===== config.mk =====
export PLATFORM = sky130hd
export DESIGN_NAME = software_timer_table_flat
export DESIGN_NICKNAME = d
export VERILOG_FILES = /design/src/rtl/core/stt_pkg.sv /design/src/rtl/core/stt_if.sv /design/src/rtl/core/software_timer_table.sv /design/src/rtl/core/stt_mem.sv /design/src/rtl/core/stt_ctrl.sv /design/src/flat_wrapper.sv
export SDC_FILE = /design/constraint.sdc
export NUM_CORES = 2
export LEC_CHECK = 0
export BUFFER_PORTS_ARGS = -buffer_cell sky130_fd_sc_hd__buf_2
export CORE_MARGIN = 10
export CORE_UTILIZATION = 57
export CTS_CLUSTER_DIAMETER = 30
export DETAILED_ROUTE_END_ITERATION = 6
export PLACE_DENSITY = 0.8
export SYNTH_ARGS = -nofsm -noshare
export SYNTH_HDL_FRONTEND = slang
export SYNTH_HIERARCHICAL = 1
export SYNTH_SLANG_ARGS = --single-unit

===== constraint.sdc =====
create_clock -name clk_i -period 10.3 [get_ports clk_i]
set_input_delay 0.515 -clock clk_i [delete_from_list [all_inputs] [get_ports clk_i]]
set_output_delay 0.515 -clock clk_i [all_outputs]
set_load 0.02 [all_outputs]

===== src/rtl/core/stt_pkg.sv =====
// Shared types and codes for the software timer table.
// No dependencies; compiled first.
package stt_pkg;

  typedef enum logic [2:0] {
    OP_CREATE = 3'd0,
    OP_START  = 3'd1,
    OP_STOP   = 3'd2,
    OP_DELETE = 3'd3,
    OP_TICK   = 3'd4
  } opcode_e;

  typedef enum logic [1:0] {
    ST_OK        = 2'd0,
    ST_INVALID   = 2'd1,
    ST_NOT_FOUND = 2'd2,
    ST_FULL      = 2'd3
  } status_e;

  // One timer entry as held in the slot memory.
  typedef struct packed {
    logic        active;
    logic        periodic;
    logic [31:0] id;
    logic [31:0] interval;
    logic [31:0] deadline;
  } slot_t;

  // One result transaction.
  typedef struct packed {
    status_e     status;
    logic [31:0] id;
    logic        fired;
    logic        last;
  } result_t;

endpackage


===== src/rtl/core/stt_if.sv =====
// Valid/ready channel interfaces for the software timer table.
// Depends on nothing; compiled after stt_pkg.
interface stt_in_if;
  logic        valid;
  logic        ready;
  logic [2:0]  opcode;
  logic [31:0] target_id;
  logic [31:0] interval;
  logic        periodic;

  modport source (output valid, opcode, target_id, interval, periodic, input ready);
  modport sink   (input valid, opcode, target_id, interval, periodic, output ready);
endinterface

interface stt_out_if;
  logic        valid;
  logic        ready;
  logic [1:0]  status;
  logic [31:0] result_id;
  logic        fired;
  logic        last;

  modport source (output valid, status, result_id, fired, last, input ready);
  modport sink   (input valid, status, result_id, fired, last, output ready);
endinterface


===== src/rtl/core/software_timer_table.sv =====
// Top level of the software timer table.
// Depends on stt_pkg, stt_if, stt_mem and stt_ctrl.
//
// Usage
//   in_i  : one transaction per operation (create, start, stop, delete,
//           tick). Accepted when valid and ready are both high; ready is
//           high while the sequencer is idle.
//   out_o : result transactions. Every operation yields one result,
//           except a tick, which yields one result per fired timer
//           (newest id first), or a single empty result if none fired.
//           The final result of each operation has last set.
// Operation
//   Timers sit in a slot memory, newest in slot 0, with registered reads;
//   the sequencer reads one slot per cycle unless a full output register holds a tick.
//   create  : shifts the stored entries down, writes the new one, responds.
//   start/stop/delete : scan from slot 0 for the id; delete then shifts
//             the entries behind the match up by one.
//   tick    : scans every stored slot, pausing on output stalls.
//   The single memory port pair bounds the rate to one slot per cycle.
// Reset: table empty, time zero, next id one; no clearing pass.
// Stall: a full output register holds the sequencer (a tick scan pauses
//   on its current slot); the next operation is taken as soon as the
//   previous one's last result sits in the output register.
module software_timer_table
  import stt_pkg::*;
#(
  parameter  int unsigned MAX_TIMERS = 16,
  localparam int unsigned AW = (MAX_TIMERS > 1) ? $clog2(MAX_TIMERS) : 1
) (
  input  logic      clk_i,
  input  logic      rst_ni,
  stt_in_if.sink    in_i,
  stt_out_if.source out_o
);

  logic          wr_en;
  logic [AW-1:0] wr_addr;
  slot_t         wr_data;
  logic          rd_en;
  logic [AW-1:0] rd_addr;
  slot_t         rd_data;

  logic          emit_vld;
  result_t       emit;
  logic          out_space;

  logic          out_vld_q, out_vld_d;
  result_t       out_q;

  stt_mem #(
    .DEPTH (MAX_TIMERS),
    .AW    (AW)
  ) u_mem (
    .clk_i     (clk_i),
    .wr_en_i   (wr_en),
    .wr_addr_i (wr_addr),
    .wr_data_i (wr_data),
    .rd_en_i   (rd_en),
    .rd_addr_i (rd_addr),
    .rd_data_o (rd_data)
  );

  stt_ctrl #(
    .MAX_TIMERS (MAX_TIMERS)
  ) u_ctrl (
    .clk_i          (clk_i),
    .rst_ni         (rst_ni),
    .in_valid_i     (in_i.valid),
    .in_ready_o     (in_i.ready),
    .in_opcode_i    (in_i.opcode),
    .in_target_id_i (in_i.target_id),
    .in_interval_i  (in_i.interval),
    .in_periodic_i  (in_i.periodic),
    .out_space_i    (out_space),
    .emit_vld_o     (emit_vld),
    .emit_o         (emit),
    .wr_en_o        (wr_en),
    .wr_addr_o      (wr_addr),
    .wr_data_o      (wr_data),
    .rd_en_o        (rd_en),
    .rd_addr_o      (rd_addr),
    .rd_data_i      (rd_data)
  );

  // Output register: free when empty or being taken this cycle.
  assign out_space = !out_vld_q || out_o.ready;

  always_comb begin
    out_vld_d = out_vld_q;
    if (emit_vld) begin
      out_vld_d = 1'b1;
    end else if (out_o.ready) begin
      out_vld_d = 1'b0;
    end
  end

  always_ff @(posedge clk_i or negedge rst_ni) begin
    if (!rst_ni) begin
      out_vld_q <= 1'b0;
    end else begin
      out_vld_q <= out_vld_d;
    end
  end

  always_ff @(posedge clk_i) begin
    if (emit_vld) begin
      out_q <= emit;
    end
  end

  assign out_o.valid     = out_vld_q;
  assign out_o.status    = out_q.status;
  assign out_o.result_id = out_q.id;
  assign out_o.fired     = out_q.fired;
  assign out_o.last      = out_q.last;

endmodule


===== src/rtl/core/stt_mem.sv =====
// Slot memory: one write port, one read port, registered read data.
// Depends on stt_pkg (slot_t).
module stt_mem
  import stt_pkg::*;
#(
  parameter int unsigned DEPTH = 16,
  parameter int unsigned AW    = 4
) (
  input  logic          clk_i,
  input  logic          wr_en_i,
  input  logic [AW-1:0] wr_addr_i,
  input  slot_t         wr_data_i,
  input  logic          rd_en_i,
  input  logic [AW-1:0] rd_addr_i,
  output slot_t         rd_data_o
);

  slot_t mem_q [DEPTH];
  slot_t rd_data_q;

  always_ff @(posedge clk_i) begin
    if (wr_en_i) begin
      mem_q[wr_addr_i] <= wr_data_i;
    end
    if (rd_en_i) begin
      rd_data_q <= mem_q[rd_addr_i];
    end
  end

  assign rd_data_o = rd_data_q;

endmodule


===== src/rtl/core/stt_ctrl.sv =====
// Operation sequencer: scans the slot memory one entry per cycle (a tick
// pauses while the output is full), shifts entries on create/delete, fires timers on tick.
// Depends on stt_pkg; drives stt_mem.
module stt_ctrl
  import stt_pkg::*;
#(
  parameter  int unsigned MAX_TIMERS = 16,
  localparam int unsigned AW = (MAX_TIMERS > 1) ? $clog2(MAX_TIMERS) : 1,
  localparam int unsigned CW = $clog2(MAX_TIMERS + 1)
) (
  input  logic          clk_i,
  input  logic          rst_ni,
  // request side
  input  logic          in_valid_i,
  output logic          in_ready_o,
  input  logic [2:0]    in_opcode_i,
  input  logic [31:0]   in_target_id_i,
  input  logic [31:0]   in_interval_i,
  input  logic          in_periodic_i,
  // result side
  input  logic          out_space_i,
  output logic          emit_vld_o,
  output result_t       emit_o,
  // slot memory
  output logic          wr_en_o,
  output logic [AW-1:0] wr_addr_o,
  output slot_t         wr_data_o,
  output logic          rd_en_o,
  output logic [AW-1:0] rd_addr_o,
  input  slot_t         rd_data_i
);

  typedef enum logic [2:0] {
    S_IDLE,
    S_CR_SHIFT,
    S_CR_NEW,
    S_FIND,
    S_DL_SHIFT,
    S_TICK,
    S_RESP
  } state_e;

  state_e        state_q, state_d;
  logic [AW-1:0] idx_q, idx_d;
  logic [CW-1:0] cnt_q, cnt_d;
  logic [31:0]   now_q, now_d;
  logic [31:0]   idc_q, idc_d;
  opcode_e       op_q, op_d;
  logic [31:0]   tid_q, tid_d;
  logic [31:0]   ivl_q, ivl_d;
  logic          per_q, per_d;
  logic          pend_vld_q, pend_vld_d;
  logic [31:0]   pend_id_q, pend_id_d;
  result_t       res_q, res_d;

  slot_t         ent;
  logic [CW-1:0] idx_nxt;
  logic          at_end;
  logic [31:0]   age;
  logic          due;
  logic          stall;

  assign ent     = rd_data_i;
  assign idx_nxt = CW'(idx_q) + CW'(1);
  assign at_end  = (idx_nxt == cnt_q);
  // wrap-safe deadline test
  assign age     = now_q - ent.deadline;
  assign due     = ent.active && !age[31];
  assign stall   = due && pend_vld_q && !out_space_i;

  assign in_ready_o = (state_q == S_IDLE);

  always_comb begin
    state_d    = state_q;
    idx_d      = idx_q;
    cnt_d      = cnt_q;
    now_d      = now_q;
    idc_d      = idc_q;
    op_d       = op_q;
    tid_d      = tid_q;
    ivl_d      = ivl_q;
    per_d      = per_q;
    pend_vld_d = pend_vld_q;
    pend_id_d  = pend_id_q;
    res_d      = res_q;
    rd_en_o    = 1'b0;
    rd_addr_o  = '0;
    wr_en_o    = 1'b0;
    wr_addr_o  = '0;
    wr_data_o  = ent;
    emit_vld_o = 1'b0;
    emit_o     = '{status: ST_OK, id: pend_id_q, fired: 1'b1, last: 1'b0};

    unique case (state_q)
      S_IDLE: begin
        if (in_valid_i) begin
          op_d  = opcode_e'(in_opcode_i);
          tid_d = in_target_id_i;
          ivl_d = in_interval_i;
          per_d = in_periodic_i;
          res_d = '{status: ST_OK, id: '0, fired: 1'b0, last: 1'b1};
          unique case (opcode_e'(in_opcode_i))
            OP_CREATE: begin
              if (in_interval_i == '0) begin
                res_d.status = ST_INVALID;
                state_d      = S_RESP;
              end else if (cnt_q == CW'(MAX_TIMERS)) begin
                res_d.status = ST_FULL;
                state_d      = S_RESP;
              end else if (cnt_q == '0) begin
                state_d = S_CR_NEW;
              end else begin
                rd_en_o   = 1'b1;
                rd_addr_o = AW'(cnt_q - CW'(1));
                idx_d     = AW'(cnt_q - CW'(1));
                state_d   = S_CR_SHIFT;
              end
            end
            OP_START, OP_STOP, OP_DELETE: begin
              if (cnt_q == '0) begin
                res_d.status = ST_NOT_FOUND;
                state_d      = S_RESP;
              end else begin
                rd_en_o = 1'b1;
                idx_d   = '0;
                state_d = S_FIND;
              end
            end
            OP_TICK: begin
              now_d      = now_q + 32'd1;
              pend_vld_d = 1'b0;
              if (cnt_q == '0) begin
                state_d = S_RESP;
              end else begin
                rd_en_o = 1'b1;
                idx_d   = '0;
                state_d = S_TICK;
              end
            end
            default: begin
              res_d.status = ST_INVALID;
              state_d      = S_RESP;
            end
          endcase
        end
      end

      // move entries down by one, oldest first
      S_CR_SHIFT: begin
        wr_en_o   = 1'b1;
        wr_addr_o = AW'(idx_nxt);
        if (idx_q == '0) begin
          state_d = S_CR_NEW;
        end else begin
          rd_en_o   = 1'b1;
          rd_addr_o = idx_q - AW'(1);
          idx_d     = idx_q - AW'(1);
        end
      end

      S_CR_NEW: begin
        wr_en_o   = 1'b1;
        wr_addr_o = '0;
        wr_data_o = '{active: 1'b0, periodic: per_q, id: idc_q, interval: ivl_q,
                      deadline: now_q + ivl_q};
        cnt_d     = cnt_q + CW'(1);
        res_d     = '{status: ST_OK, id: idc_q, fired: 1'b0, last: 1'b1};
        idc_d     = idc_q + 32'd1;
        state_d   = S_RESP;
      end

      // newest match wins: scan from slot 0
      S_FIND: begin
        if (ent.id == tid_q) begin
          res_d = '{status: ST_OK, id: '0, fired: 1'b0, last: 1'b1};
          unique case (op_q)
            OP_START: begin
              wr_en_o            = 1'b1;
              wr_addr_o          = idx_q;
              wr_data_o.active   = 1'b1;
              wr_data_o.deadline = now_q + ent.interval;
              state_d            = S_RESP;
            end
            OP_STOP: begin
              wr_en_o          = 1'b1;
              wr_addr_o        = idx_q;
              wr_data_o.active = 1'b0;
              state_d          = S_RESP;
            end
            default: begin
              if (at_end) begin
                cnt_d   = cnt_q - CW'(1);
                state_d = S_RESP;
              end else begin
                rd_en_o   = 1'b1;
                rd_addr_o = AW'(idx_nxt);
                idx_d     = AW'(idx_nxt);
                state_d   = S_DL_SHIFT;
              end
            end
          endcase
        end else if (at_end) begin
          res_d   = '{status: ST_NOT_FOUND, id: '0, fired: 1'b0, last: 1'b1};
          state_d = S_RESP;
        end else begin
          rd_en_o   = 1'b1;
          rd_addr_o = AW'(idx_nxt);
          idx_d     = AW'(idx_nxt);
        end
      end

      // close the gap left by a deleted entry
      S_DL_SHIFT: begin
        wr_en_o   = 1'b1;
        wr_addr_o = idx_q - AW'(1);
        if (at_end) begin
          cnt_d   = cnt_q - CW'(1);
          state_d = S_RESP;
        end else begin
          rd_en_o   = 1'b1;
          rd_addr_o = AW'(idx_nxt);
          idx_d     = AW'(idx_nxt);
        end
      end

      // one fired id is held back so the final one can carry last
      S_TICK: begin
        if (!stall) begin
          if (due) begin
            wr_en_o   = 1'b1;
            wr_addr_o = idx_q;
            if (ent.periodic) begin
              wr_data_o.deadline = now_q + ent.interval;
            end else begin
              wr_data_o.active = 1'b0;
            end
            emit_vld_o = pend_vld_q;
            pend_vld_d = 1'b1;
            pend_id_d  = ent.id;
          end
          if (at_end) begin
            res_d.status = ST_OK;
            res_d.id     = due ? ent.id : (pend_vld_q ? pend_id_q : '0);
            res_d.fired  = due || pend_vld_q;
            res_d.last   = 1'b1;
            pend_vld_d   = 1'b0;
            state_d      = S_RESP;
          end else begin
            rd_en_o   = 1'b1;
            rd_addr_o = AW'(idx_nxt);
            idx_d     = AW'(idx_nxt);
          end
        end
      end

      S_RESP: begin
        if (out_space_i) begin
          emit_vld_o = 1'b1;
          emit_o     = res_q;
          state_d    = S_IDLE;
        end
      end

      default: state_d = S_IDLE;
    endcase
  end

  always_ff @(posedge clk_i or negedge rst_ni) begin
    if (!rst_ni) begin
      state_q    <= S_IDLE;
      idx_q      <= '0;
      cnt_q      <= '0;
      now_q      <= '0;
      idc_q      <= 32'd1;
      op_q       <= OP_CREATE;
      tid_q      <= '0;
      ivl_q      <= '0;
      per_q      <= 1'b0;
      pend_vld_q <= 1'b0;
      pend_id_q  <= '0;
      res_q      <= '0;
    end else begin
      state_q    <= state_d;
      idx_q      <= idx_d;
      cnt_q      <= cnt_d;
      now_q      <= now_d;
      idc_q      <= idc_d;
      op_q       <= op_d;
      tid_q      <= tid_d;
      ivl_q      <= ivl_d;
      per_q      <= per_d;
      pend_vld_q <= pend_vld_d;
      pend_id_q  <= pend_id_d;
      res_q      <= res_d;
    end
  end

  a_cnt_bound: assert property (@(posedge clk_i) disable iff (!rst_ni)
    cnt_q <= CW'(MAX_TIMERS))
    else $error("slot count above table size");

  a_no_rw_clash: assert property (@(posedge clk_i) disable iff (!rst_ni)
    (wr_en_o && rd_en_o) |-> (wr_addr_o != rd_addr_o))
    else $error("read and write hit the same slot in one cycle");

  a_emit_space: assert property (@(posedge clk_i) disable iff (!rst_ni)
    emit_vld_o |-> out_space_i)
    else $error("result emitted into a full output register");

  a_idle_clean: assert property (@(posedge clk_i) disable iff (!rst_ni)
    (state_q == S_IDLE) |-> !pend_vld_q)
    else $error("held fired id left over after tick");

endmodule


===== src/flat_wrapper.sv =====
// flat-port wrapper written by rule: the top's interface ports become plain ports
module software_timer_table_flat import stt_pkg::*;
#(
  parameter  int unsigned MAX_TIMERS = 16,
  localparam int unsigned AW = (MAX_TIMERS > 1) ? $clog2(MAX_TIMERS) : 1
)
  (clk_i, rst_ni, in_i_valid, in_i_opcode, in_i_target_id, in_i_interval, in_i_periodic, in_i_ready, out_o_valid, out_o_status, out_o_result_id, out_o_fired, out_o_last, out_o_ready);
  stt_in_if in_i_i ();
  stt_out_if out_o_i ();
  input  logic clk_i;
  input  logic rst_ni;
  input wire logic [$bits(in_i_i.valid)-1:0] in_i_valid;
  input wire logic [$bits(in_i_i.opcode)-1:0] in_i_opcode;
  input wire logic [$bits(in_i_i.target_id)-1:0] in_i_target_id;
  input wire logic [$bits(in_i_i.interval)-1:0] in_i_interval;
  input wire logic [$bits(in_i_i.periodic)-1:0] in_i_periodic;
  output wire logic [$bits(in_i_i.ready)-1:0] in_i_ready;
  output wire logic [$bits(out_o_i.valid)-1:0] out_o_valid;
  output wire logic [$bits(out_o_i.status)-1:0] out_o_status;
  output wire logic [$bits(out_o_i.result_id)-1:0] out_o_result_id;
  output wire logic [$bits(out_o_i.fired)-1:0] out_o_fired;
  output wire logic [$bits(out_o_i.last)-1:0] out_o_last;
  input wire logic [$bits(out_o_i.ready)-1:0] out_o_ready;
  assign in_i_i.valid = in_i_valid;
  assign in_i_i.opcode = in_i_opcode;
  assign in_i_i.target_id = in_i_target_id;
  assign in_i_i.interval = in_i_interval;
  assign in_i_i.periodic = in_i_periodic;
  assign in_i_ready = in_i_i.ready;
  assign out_o_valid = out_o_i.valid;
  assign out_o_status = out_o_i.status;
  assign out_o_result_id = out_o_i.result_id;
  assign out_o_fired = out_o_i.fired;
  assign out_o_last = out_o_i.last;
  assign out_o_i.ready = out_o_ready;
  software_timer_table #(.MAX_TIMERS(MAX_TIMERS)) u_core (.clk_i(clk_i), .rst_ni(rst_ni), .in_i(in_i_i), .out_o(out_o_i));
endmodule

==> impl_metrics.env <==
export IMPL_finClkSkew_ns=0.0682
export IMPL_grt_busiest_layer="met2"
export IMPL_powerDensity_nw_per_um2=389
export IMPL_root_buffer="clkbuf_16"
export IMPL_grt_max_degree=138
export IMPL_worstSetupPathType="reg -> reg"
export IMPL_synthArstFlopShare_pct=11.2
export IMPL_synth_cell_types=80
export IMPL_syn_inst=4349
export IMPL_fin_util_pct=67.4
export IMPL_regArea_um2=56500
export IMPL_min_path_cells=2
export IMPL_yosysWarnings=6
export IMPL_die_y_um=391
export IMPL_peakVddDrop_mv=0.451
export IMPL_synth_flop_cell="edfxtp_1"
export IMPL_grt_pass1_vias=48400
export IMPL_coreArea_um2=137000
export IMPL_core_rowCount=136
export IMPL_cp_max_fo=46
export IMPL_final_max_slew_viol_count=0
export IMPL_finalCriticalPeriod_ns=6.82
export IMPL_p_comb_share_pct=34.0
export IMPL_grt_use_total_pct=28.5
export IMPL_fmax_ghz=0.147
export IMPL_synth_edf_count=1702
export IMPL_avgRoutedWirePerCell_um=32.5
export IMPL_vias=46600
export IMPL_ff2ff_path_depth=15
export IMPL_p_sw_mw=12.5
export IMPL_nets=4867
export IMPL_numCtsBuffers=319
export IMPL_use_met2_pct=45.9
export IMPL_cts_tree="yes"
export IMPL_cp_arrival_ns=7.32
export IMPL_critPathBufInv=3
export IMPL_layout_drive_gt1_share_pct=26.1
export IMPL_first_pass_iters=6
export IMPL_die_w_um=391
export IMPL_hold_viol=0
export IMPL_finalSetupTns_ns=0
export IMPL_p_int_mw=23.5
export IMPL_slew_headroom_pct=9.45
export IMPL_crit_chain="ha_1, a21o_1, a31oi_1, o21ai_0, a21oi_1, o21ai_1, xnor2_2, buf_4, nand4_1, buf_4, o21ai_0, or3_1, or3b_2, nor3_4, buf_4"
export IMPL_placed_area_um2=81100
export IMPL_area_growth_pct=17.9
export IMPL_multi_input_area_um2=20900
export IMPL_antenna_found_initial=5
export IMPL_pwr_share_clk_pct=29.6
export IMPL_cp_start_kind="register"
export IMPL_final_area_um2=92500
export IMPL_avgSynthCellArea_um2=18.0
export IMPL_drc_errors=0
export IMPL_groute_layer_met3_usage_pct=6.50
export IMPL_ant_nets=0
export IMPL_crit_top_cell="buf_4"
export IMPL_path_depth=15
export IMPL_h_tree_depth=5
export IMPL_setup_viol=0
export IMPL_place_hpwl_um=103000
export IMPL_p_leak_nw=32.1
export IMPL_postCtsResizedCells=0
export IMPL_slowest_delay_ns=0.95
export IMPL_switching_share_pct=34.7
export IMPL_status="finished clean"
export IMPL_grt_pass1_wl_um=323000
export IMPL_fin_cells=6738
export IMPL_ys_ff_latch=1916
export IMPL_die_area_um2=153000
export IMPL_syn_area_um2=78400
export IMPL_start_util_pct=57.2
export IMPL_post_cts_buffers=0
export IMPL_via_per_inst=6.91
export IMPL_portBuffers=109
export IMPL_post_place_cells=6098
export IMPL_power_mw=35.9
export IMPL_ios=110
export IMPL_whs_ns=0.0643
export IMPL_grt_overflow=0
export IMPL_worstMarginPinSlew_ns=1.36
export IMPL_grt_use_met1_pct=36.5
export IMPL_fin_ws_ns=3.48
export IMPL_cpLargestDelayFamily="buffers and inverters"
export IMPL_clock_sinks=1916
export IMPL_syn_nets=4523
export IMPL_clkTransAtPathRegs_ns=0.05
export IMPL_worst_path_max_delay_cell="buf_4"
export IMPL_gp_congestion=0.931
export IMPL_grt_setup_unrepaired="no"
export IMPL_insertion_delay_ns=0.92
export IMPL_yosysSeqAreaShare_pct=72.0
export IMPL_seq_power_share_pct=36.4
export IMPL_fillCellCount=7966
export IMPL_clock_path_buffers=4
export IMPL_finalCritPeriodShare_pct=66.2
export IMPL_max_cap_viol_count=0
export IMPL_critical_path_required_ns=10.80
export IMPL_end_kind="register"
export IMPL_finalWirelength_um=219000
export IMPL_place_ws_ns=4.14
export IMPL_first_iter_violations=7455
export IMPL_hold_class="in -> reg"
## Yosys cell counts (all sizes together) (6+ instances only)
cell type,instances,area (µm²)
mux2,137,1540
o22ai,7,43.8
o21bai,7,52.6
o21ai,65,325
nand3b,7,52.6
clkbuf,122,458
a21oi,91,459
nand2b,18,123
xnor2,90,788
or3,7,45.1
and3,29,181
buf,99,583
nor2,116,435
nor4,18,128
a221o,6,66.3
nor3,25,130
nand4,29,181
a31oi,75,469
inv,52,195
nand3,92,460
edfxtp,1702,51100
o211ai,13,97.6
a21o,35,265
dfrtp,213,5330
ha,100,1250
xor2,74,648
nor2b,15,93.8
and4,6,52.6
a22oi,205,1540
o21a,6,45.0
and2,14,88.8
o221ai,16,140
a211oi,12,90.1
nand2,383,1440
mux4,392,8830
## kinds of logic after synthesis
logic type / synth area share, %
xor gates and xnor gates: 1.83
adders and majority gates: 1.65
and+or+nand+nor: 4.50
AOI/OAI and AO/OA: 5.16
DFF: 72.0
muxes: 13.3
buffers and inverters: 1.58
## worst paths after layout
path / to / start / slack, ns
setup / recovery: u_core/u_mem/mem_q[0][55]$_DFFE_PP_ / u_core/u_ctrl/now_q[2]$_DFFE_PN0P_ / 3.48
hold / removal: u_core/u_ctrl/ivl_q[5]$_DFFE_PN0P_ / in_i_interval[5] / 0.06
setup reg to reg: u_core/u_mem/mem_q[0][55]$_DFFE_PP_ / u_core/u_ctrl/now_q[2]$_DFFE_PN0P_ / 3.48
hold reg to reg: u_core/u_ctrl/idc_q[31]$_DFFE_PN0P_ / u_core/u_ctrl/idc_q[31]$_DFFE_PN0P_ / 0.49
max in group asynchronous: u_core/u_ctrl/idc_q[24]$_DFFE_PN0P_ / rst_ni / 8.56
min in group asynchronous: u_core/u_ctrl/now_q[5]$_DFFE_PN0P_ / rst_ni / 0.24
## registers in the layout (all words and copies together), names as in the netlist, 2 cells and up
register	cells
u_core/u_ctrl/cnt_q	5
u_core/u_ctrl/state_q	3
u_core/u_ctrl/idx_q	4
u_core/u_ctrl/ivl_q	32
u_core/u_ctrl/idc_q	32
u_core/u_ctrl/pend_id_q	32
u_core/u_ctrl/now_q	32
u_core/out_o.result_id	32
u_core/u_ctrl/tid_q	32
u_core/u_mem/mem_q	1568
u_core/u_mem/rd_data_o	98
u_core/u_ctrl/op_q	3
u_core/u_ctrl/res_q	36
u_core/out_o.status	2
## cells in the final DEF, fill, tap and decap left out, drive strengths merged, types with 18 or more instances in the layout
cell         instances
a21o                35
clkinv              96
o21ai               65
clkbuf             356
a21oi               91
a22oi              205
nor2               116
nor4                18
and3                29
nand2b              18
a31oi               75
nand4               29
buf                177
nand3               92
mux4               392
xnor2               90
nor3                25
dlygate4sd3         67
edfxtp            1702
clkinvlp            32
bufinv              37
mux2               137
ha                 100
xor2                74
dfrtp              213
inv                 98
nand2              383
## power groups by stage
| stage | Clock (mW) | Combinational, mW | Sequential, mW |
|---|---|---|---|
| after floorplan | 0 | 8.42 | 12.9 |
| after global placement | 0 | 11.3 | 13.0 |
| after detailed placement | 0 | 11.6 | 13.1 |
| after CTS | 10.7 | 12.0 | 13.0 |
| after global routing | 11.0 | 12.9 | 13.2 |
| final | 10.7 | 12.2 | 13.1 |
## routing by layer
layer / part of all wire [%] / up-vias
li1: - / 18300
met1: 34 / 23600
met2: 49 / 3848
met3: 12 / 836
met4: 5.6 / 8
met5: 0.027 / -
## area by class of cell
cell class / instances / share of cell area, %
tap: 1794 / 2.43
multi-input combinational: 2160 / 22.6
clock inverter: 211 / 2.63
antenna: 5 / 0.0135
inverter: 52 / 0.211
sequential: 1916 / 61.1
timing repair buffer: 244 / 2.07
clock buffer: 356 / 8.95
## what timing repair did
item | 4_1_cts | 5_1_grt
hold buffers | 67 | 0
hold endpoints to repair | 161 | 0
setup endpoints to repair | 0 | 0
(Power assumes the default switching activity.)
